**src/design/distance_weighted_class_vote_assert.svh**
```systemverilog
// assertion macros for the class vote block
`ifndef DISTANCE_WEIGHTED_CLASS_VOTE_ASSERT_SVH
`define DISTANCE_WEIGHTED_CLASS_VOTE_ASSERT_SVH

`ifndef NO_ASSERTIONS

`define DWCV_ASSERT_CLK(lbl, clk, rstn, prop, msg) \
  lbl: assert property (@(posedge clk) disable iff (!rstn) prop) else $error(msg);

`define DWCV_ASSERT(lbl, prop, msg) \
  `DWCV_ASSERT_CLK(lbl, clk_i, rst_ni, prop, msg)

`else

`define DWCV_ASSERT_CLK(lbl, clk, rstn, prop, msg)

`define DWCV_ASSERT(lbl, prop, msg)

`endif

`endif

```
**src/design/dwcv_pkg.sv**
```systemverilog
package dwcv_pkg;

  localparam int unsigned MAX_SAMPLES      = 1024;
  localparam int unsigned WEIGHT_FRAC_BITS = 16;

  // feature format is signed Q16.16
  localparam int unsigned FEAT_W    = 32;
  localparam int unsigned FEAT_FRAC = 16;
  localparam int unsigned NUM_FEAT  = 3;

  // 1 + sum of three 33-bit magnitudes fits here
  localparam int unsigned DIST_W = FEAT_W + 2;
  localparam int unsigned DIFF_W = FEAT_W + 1;

  localparam int unsigned CNT_W  = $clog2(MAX_SAMPLES + 1);
  localparam int unsigned Q_W    = WEIGHT_FRAC_BITS + 1;
  localparam int unsigned SUM_W  = $clog2(MAX_SAMPLES) + WEIGHT_FRAC_BITS + 1;
  localparam int unsigned PROD_W = SUM_W + CNT_W;
  localparam int unsigned STEP_W = $clog2(Q_W);

  localparam logic [DIST_W-1:0] ONE_FIX  = DIST_W'(1) << FEAT_FRAC;
  // partial remainder after the leading bits of 2^(frac+16) are taken in
  localparam logic [DIST_W-1:0] REM_INIT = DIST_W'(1) << (FEAT_FRAC - 1);

  localparam int unsigned CFG_IDX_W  = 2;
  localparam int unsigned CFG_DATA_W = FEAT_W;

  typedef enum logic [CFG_IDX_W-1:0] {
    CFG_TEST_A = 2'd0,
    CFG_TEST_B = 2'd1,
    CFG_TEST_C = 2'd2
  } cfg_idx_e;

endpackage

```
**src/design/distance_weighted_class_vote.sv**
```systemverilog
// Inverse-distance weighted two-class vote. Each training sample beat is
// taken in from idle, then the L1 distance is formed through a shared
// subtractor and an accumulating add/subtract, then a restoring divider
// makes one weight bit a cycle, then the weight is added to the class
// sum. A beat marked last then goes through two uses of one shared
// multiplier (sum times count per class) and a compare that loads the
// result register. A result waiting on out_stall_i holds off input only
// once the next decision is ready to load. Samples past MAX_SAMPLES are
// dropped and flagged. Test point registers are to be written through
// cfg_* only while the block is idle; the block itself does not enforce this.
module distance_weighted_class_vote
  import dwcv_pkg::*;
(
  input  logic                     clk_i,
  input  logic                     rst_ni,

  input  logic                     cfg_we_i,
  input  logic [CFG_IDX_W-1:0]     cfg_idx_i,
  input  logic [CFG_DATA_W-1:0]    cfg_data_i,

  input  logic                     in_valid_i,
  output logic                     in_stall_o,
  input  logic signed [FEAT_W-1:0] feature_a_i,
  input  logic signed [FEAT_W-1:0] feature_b_i,
  input  logic signed [FEAT_W-1:0] feature_c_i,
  input  logic                     label_i,
  input  logic                     last_i,

  output logic                     out_valid_o,
  input  logic                     out_stall_i,
  output logic                     prediction_o,
  output logic [CNT_W-1:0]         sample_count_o,
  output logic                     overflow_o
);

`include "distance_weighted_class_vote_assert.svh"

  typedef enum logic [2:0] {
    ST_IDLE,
    ST_DIST,
    ST_DIV,
    ST_ACC,
    ST_MUL_R,
    ST_MUL_F,
    ST_EMIT
  } state_e;

  state_e              state_q;
  logic [STEP_W-1:0]   step_q;

  logic [FEAT_W-1:0]   test_a_q, test_b_q, test_c_q;
  logic [FEAT_W-1:0]   feat_a_q, feat_b_q, feat_c_q;
  logic                label_q, last_q;

  logic [DIFF_W-1:0]   diff_q;
  logic [DIST_W-1:0]   dist_q;
  logic [DIST_W-1:0]   rem_q;
  logic [Q_W-1:0]      quot_q;

  logic [SUM_W-1:0]    rise_sum_q, fall_sum_q;
  logic [CNT_W-1:0]    rise_cnt_q, fall_cnt_q;
  logic                dropped_q;

  logic [PROD_W-1:0]   prod_r_q, prod_f_q;

  logic                out_valid_q, pred_q, ovf_q;
  logic [CNT_W-1:0]    count_q;

  logic [FEAT_W-1:0]   feat_sel, test_sel;
  logic [DIFF_W-1:0]   diff_d;
  logic [DIST_W-1:0]   diff_ext;
  logic [DIST_W:0]     rem_shift;
  logic                quot_bit;
  logic [DIST_W-1:0]   rem_d;
  logic [CNT_W-1:0]    total;
  logic [SUM_W-1:0]    mul_a;
  logic [CNT_W-1:0]    mul_b;
  logic [PROD_W-1:0]   mul_p;
  logic                out_free;

  // feature and test coordinate for the current distance step
  always_comb begin
    unique case (step_q[1:0])
      2'd0: begin
        feat_sel = feat_a_q;
        test_sel = test_a_q;
      end
      2'd1: begin
        feat_sel = feat_b_q;
        test_sel = test_b_q;
      end
      default: begin
        feat_sel = feat_c_q;
        test_sel = test_c_q;
      end
    endcase
  end

  assign diff_d   = {feat_sel[FEAT_W-1], feat_sel} - {test_sel[FEAT_W-1], test_sel};
  assign diff_ext = {diff_q[DIFF_W-1], diff_q};

  // restoring divide step, divisor is 1.0 + distance
  assign rem_shift = {rem_q, 1'b0};
  assign quot_bit  = rem_shift >= {1'b0, dist_q};
  assign rem_d     = quot_bit ? DIST_W'(rem_shift - {1'b0, dist_q}) : DIST_W'(rem_shift);

  assign total = rise_cnt_q + fall_cnt_q;

  // shared multiplier for the two class products
  assign mul_a = (state_q == ST_MUL_F) ? fall_sum_q : rise_sum_q;
  assign mul_b = (state_q == ST_MUL_F) ? fall_cnt_q : rise_cnt_q;
  assign mul_p = PROD_W'(mul_a) * PROD_W'(mul_b);

  assign out_free = !out_valid_q || !out_stall_i;

  always_ff @(posedge clk_i or negedge rst_ni) begin
    if (!rst_ni) begin
      state_q     <= ST_IDLE;
      step_q      <= '0;
      test_a_q    <= '0;
      test_b_q    <= '0;
      test_c_q    <= '0;
      feat_a_q    <= '0;
      feat_b_q    <= '0;
      feat_c_q    <= '0;
      label_q     <= 1'b0;
      last_q      <= 1'b0;
      diff_q      <= '0;
      dist_q      <= '0;
      rem_q       <= '0;
      quot_q      <= '0;
      rise_sum_q  <= '0;
      fall_sum_q  <= '0;
      rise_cnt_q  <= '0;
      fall_cnt_q  <= '0;
      dropped_q   <= 1'b0;
      prod_r_q    <= '0;
      prod_f_q    <= '0;
      out_valid_q <= 1'b0;
      pred_q      <= 1'b0;
      ovf_q       <= 1'b0;
      count_q     <= '0;
    end else begin
      if (cfg_we_i) begin
        unique case (cfg_idx_i)
          CFG_TEST_A: test_a_q <= cfg_data_i;
          CFG_TEST_B: test_b_q <= cfg_data_i;
          CFG_TEST_C: test_c_q <= cfg_data_i;
          default: ;
        endcase
      end

      if (out_valid_q && !out_stall_i) begin
        out_valid_q <= 1'b0;
      end

      unique case (state_q)
        ST_IDLE: begin
          if (in_valid_i) begin
            feat_a_q <= feature_a_i;
            feat_b_q <= feature_b_i;
            feat_c_q <= feature_c_i;
            label_q  <= label_i;
            last_q   <= last_i;
            if (total >= CNT_W'(MAX_SAMPLES)) begin
              dropped_q <= 1'b1;
              state_q   <= last_i ? ST_MUL_R : ST_IDLE;
            end else begin
              dist_q  <= ONE_FIX;
              rem_q   <= REM_INIT;
              step_q  <= '0;
              state_q <= ST_DIST;
            end
          end
        end

        ST_DIST: begin
          // difference of step n is formed while step n-1 is folded in as |d|
          if (step_q < STEP_W'(NUM_FEAT)) begin
            diff_q <= diff_d;
          end
          if (step_q != '0) begin
            dist_q <= diff_q[DIFF_W-1] ? dist_q - diff_ext : dist_q + diff_ext;
          end
          if (step_q == STEP_W'(NUM_FEAT)) begin
            step_q  <= '0;
            state_q <= ST_DIV;
          end else begin
            step_q <= step_q + STEP_W'(1);
          end
        end

        ST_DIV: begin
          rem_q  <= rem_d;
          quot_q <= {quot_q[Q_W-2:0], quot_bit};
          if (step_q == STEP_W'(Q_W - 1)) begin
            step_q  <= '0;
            state_q <= ST_ACC;
          end else begin
            step_q <= step_q + STEP_W'(1);
          end
        end

        ST_ACC: begin
          if (label_q) begin
            rise_sum_q <= rise_sum_q + SUM_W'(quot_q);
            rise_cnt_q <= rise_cnt_q + CNT_W'(1);
          end else begin
            fall_sum_q <= fall_sum_q + SUM_W'(quot_q);
            fall_cnt_q <= fall_cnt_q + CNT_W'(1);
          end
          state_q <= last_q ? ST_MUL_R : ST_IDLE;
        end

        ST_MUL_R: begin
          prod_r_q <= mul_p;
          state_q  <= ST_MUL_F;
        end

        ST_MUL_F: begin
          prod_f_q <= mul_p;
          state_q  <= ST_EMIT;
        end

        ST_EMIT: begin
          if (out_free) begin
            out_valid_q <= 1'b1;
            pred_q      <= prod_r_q > prod_f_q;
            count_q     <= total;
            ovf_q       <= dropped_q;
            rise_sum_q  <= '0;
            fall_sum_q  <= '0;
            rise_cnt_q  <= '0;
            fall_cnt_q  <= '0;
            dropped_q   <= 1'b0;
            state_q     <= ST_IDLE;
          end
        end

        default: state_q <= ST_IDLE;
      endcase
    end
  end

  assign in_stall_o     = state_q != ST_IDLE;
  assign out_valid_o    = out_valid_q;
  assign prediction_o   = pred_q;
  assign sample_count_o = count_q;
  assign overflow_o     = ovf_q;

  `DWCV_ASSERT(a_count_bound, total <= CNT_W'(MAX_SAMPLES), "class counts exceed sample bound")
  `DWCV_ASSERT(a_rem_below_div, (state_q == ST_DIV) |-> (rem_q < dist_q), "divider remainder not below divisor")
  `DWCV_ASSERT(a_result_from_emit, $rose(out_valid_o) |-> $past(state_q == ST_EMIT), "result beat appeared outside decision")
  `DWCV_ASSERT(a_accept_starts_dist, (in_valid_i && !in_stall_o && total < CNT_W'(MAX_SAMPLES)) |=> (state_q == ST_DIST), "accepted sample did not start distance")

endmodule

```
**config.mk**
```make
export PLATFORM = sky130hd
export DESIGN_NAME = distance_weighted_class_vote
export DESIGN_NICKNAME = d
export VERILOG_FILES = /design/src/design/dwcv_pkg.sv /design/src/design/distance_weighted_class_vote.sv
export VERILOG_INCLUDE_DIRS = /design/src /design/src/design
export SDC_FILE = /design/constraint.sdc
export NUM_CORES = 2
export LEC_CHECK = 0
export ABC_AREA = 1
export ABC_CLOCK_PERIOD_IN_PS = 14600
export BUFFER_PORTS_ARGS = -buffer_cell sky130_fd_sc_hd__buf_4
export CAP_MARGIN = 0
export CORE_UTILIZATION = 28
export DETAILED_ROUTE_END_ITERATION = 10
export RECOVER_POWER = 100
export SYNTH_ARGS = -nofsm -noshare
export SYNTH_HDL_FRONTEND = slang
export SYNTH_SLANG_ARGS = --single-unit
```
**constraint.sdc**
```tcl
create_clock -name clk_i -period 14.6 [get_ports clk_i]
set_input_delay 2.19 -clock clk_i [delete_from_list [all_inputs] [get_ports clk_i]]
set_output_delay 2.19 -clock clk_i [all_outputs]
set_load 0.005 [all_outputs]
```
==> results.yml <==
worst_setup_path:
  slowest_delay_ps: 3050
  crit_type: "reg -> reg"
  startpoint_type: "register"
  path_common_cell: "nand2_1"
  required_ps: 15190
  critPathMaxFanout: 61
  cp-end-kind: "register"
  cp_slowest_cell: "clkbuf_1"
  cp.arrival_ps: 11550
  critPathBufInv: 7
  critPathTopFamily: "buffers and inverters"
yosys:
  synth_cells: 5746
  syn_area_per_cell_um2: 7.19
  yosys_register_bits: 487
  synth_ff_type: "dfrtp_1"
  synth-edff-count: 0
  syn-num-nets: 6376
  ys_seq_area_frac: 0.295
  yosysWarningCount: 0
  ys_types: 51
  async_flop_share: 1.00
  syn_area_um2: 41300
cells_and_area:
  final_common_cell: "nand2_1"
  drive_gt1_frac: 0.0584
  area_growth_pct: 11.7
  layout_common_cells: "nand2_1, inv_1, dfrtp_1"
  fill_cells: 15924
  multi_input_area_um2: 25300
  nets: 6464
  register_area_um2: 12200
  diodes: 0
clocking:
  insertion_delay_ps: 670
  cts_sinks: 487
  root_buffer: "clkbuf_16"
  cts_buffers: 55
  cts.clk_slew.worst_paths_ps: 70
  htreeDepth: 2
  cts.repair.resized: 0
  hold_buffers: 0
  cts_tree: "done"
  postCtsSetupRepairBufs: 0
  clock_path_buffers: 3
place:
  routabilityCongestion: 0.924
  io_buffers: 151
  dp_hpwl_um: 98000
sta:
  final-max-slew-violation-count: 872
  worstMarginPinSlew_ps: 5440
  max_clock_freq_mhz: 91.3
  finalSetupViolations: 0
  tns_ps: 0
  slew_headroom: -2.63
  fin_worst_skew_ps: 81.6
  whs_ps: 481
  rsz0062_at_grt: "no"
  hold_violations: 0
  min_period_ps: 10960
  fin_crit_sh: 0.750
global_routing:
  grt_pass1_wl_um: 205000
  track_usage: 0.173
  grt_pass1_vias: 37191
  antenna_found_initial: 1
  overflow: 0
  grt_start_max_net_pins: 99
floorplan:
  die_w_um: 386
  dieHeight_um: 386
  io_pins: 152
  dieArea_um2: 149000
  rows: 140
  core_area_um2: 146000
  start_util: 0.283
job:
  cap_violations: 15
detailed_routing:
  ant_nets: 0
  wl_um: 128000
  routedWlPerCell_um: 16.4
  post-route-drc-count: 1
  num_vias: 37425
  dr.pass1.iters: 9
  drtIter0Drc: 2731
  routed_via_density: 4.80
min_path:
  hold_class: "reg -> reg"
run_status:
  violations: "design-rule violations, max-capacitance violations, max-slew violations"
  outcome: "finished, violations left"
-- cell type report --
class / instances / area share
inverter: 843 / 0.0687
clock buffer: 73 / 0.0339
timing repair buffer: 178 / 0.0264
sequential: 487 / 0.264
multi-input combinational: 4269 / 0.547
clock inverter: 27 / 0.00775
tap: 1917 / 0.0520
-- worst reg2reg max path, delay by kind of cell, from the launching register on --
kind	cells	cell delay [ps]
AOI/OAI and AO/OA	2	2490
xor gates and xnor gates	1	310
adders and majority gates	4	1690
buffers and inverters	7	4690
DFF	1	470
and+or+nand+nor	12	1260
-- final timing paths --
kind / startpoint / end / slack, ps / cells past startpoint
worst max-delay path: state_q[0] / prod_f_q[26] / 3640 / 26
worst min-delay path: prod_r_q[3] / prod_r_q[3] / 480 / 2
worst max register to register: state_q[0] / prod_f_q[26] / 3640 / 26
worst min register to register: prod_r_q[3] / prod_r_q[3] / 480 / 2
max in group asynchronous: rst_ni / feat_b_q[17] / 5180 / 3
min in group asynchronous: rst_ni / fall_sum_q[10] / 3580 / 1
-- flip-flops by register name (all words and copies together), names as in the netlist, 32 cells and up --
name	count
dist_q	34
test_a_q	32
prod_f_q	38
prod_r_q	38
diff_q	33
test_b_q	32
test_c_q	32
feat_b_q	32
rem_q	34
feat_c_q	32
feat_a_q	32
-- Yosys cell counts, types with 2 or more instances --
| library cell | number | area share |
|---|---|---|
| fa_1 | 230 | 0.11 |
| nor2_2 | 6 | 0.00091 |
| a21oi_1 | 309 | 0.037 |
| nor4_1 | 13 | 0.0020 |
| o21bai_1 | 13 | 0.0024 |
| a22o_1 | 35 | 0.0074 |
| o22ai_1 | 29 | 0.0044 |
| dfrtp_1 | 487 | 0.30 |
| o21ai_4 | 26 | 0.010 |
| nand4_1 | 44 | 0.0067 |
| buf_4 | 5 | 0.00091 |
| o21ai_1 | 11 | 0.0013 |
| buf_2 | 40 | 0.0048 |
| and2_1 | 3 | 0.00045 |
| o21a_1 | 12 | 0.0022 |
| or2_2 | 20 | 0.0030 |
| o2111ai_1 | 3 | 0.00064 |
| ha_1 | 263 | 0.080 |
| o21ai_0 | 371 | 0.045 |
| buf_1 | 4 | 0.00036 |
| nand2_1 | 1871 | 0.17 |
| a21o_1 | 10 | 0.0018 |
| inv_1 | 808 | 0.073 |
| a21oi_4 | 2 | 0.00079 |
| a21boi_0 | 5 | 0.00091 |
| nand3b_1 | 51 | 0.0093 |
| buf_6 | 10 | 0.0027 |
| o31ai_1 | 4 | 0.00073 |
| a31oi_1 | 8 | 0.0012 |
| clkbuf_1 | 88 | 0.0080 |
| xnor2_1 | 48 | 0.010 |
| nor4_2 | 2 | 0.00061 |
| nand3_1 | 303 | 0.037 |
| nor2_1 | 430 | 0.039 |
| nor3_2 | 2 | 0.00048 |
| and3_1 | 4 | 0.00061 |
| a21oi_2 | 2 | 0.00042 |
| nor3_1 | 65 | 0.0079 |
| xor2_1 | 49 | 0.010 |
| nand2_2 | 5 | 0.00076 |
| o21ai_2 | 7 | 0.0015 |
| inv_2 | 33 | 0.0030 |
| o211ai_1 | 7 | 0.0013 |
-- metrics by stage --
step	instances	area, um2	utilization	worst slack [ps]
6_report	7794	46100	0.316	3640
5_1_grt	7794	46100	0.316	3040
4_1_cts	7794	46300	0.317	6470
3_5_place_dp	7694	44400	0.304	6540
3_3_place_gp	7694	44400	0.304	6540
2_1_floorplan	5746	41300	-	8800
-- cells by family (layout without fill, tap and decap cells) --
| logic type | count (synthesis) | count (layout) | synth area share |
|---|---|---|---|
| AND/OR/NAND/NOR | 2822 | 2822 | 0.279 |
| buffers and inverters | 990 | 1121 | 0.0935 |
| AO/OA/AOI/OAI | 857 | 857 | 0.120 |
| adder cells (fa/ha/maj) | 493 | 493 | 0.191 |
| flip-flops | 487 | 487 | 0.295 |
| XOR/XNOR | 97 | 97 | 0.0206 |
-- layer usage --
metal  up-vias  share of wire  GRT usage
met1     17847           0.47      0.243
met2      1035           0.45      0.276
met5         -              0          0
li1      18397              -          -
met3       146          0.058     0.0267
met4         0          0.020     0.0389
Power is left out: the tool's default activity adds up to more than one toggle a clock period on the data nets, which glitch-free logic cannot reach.
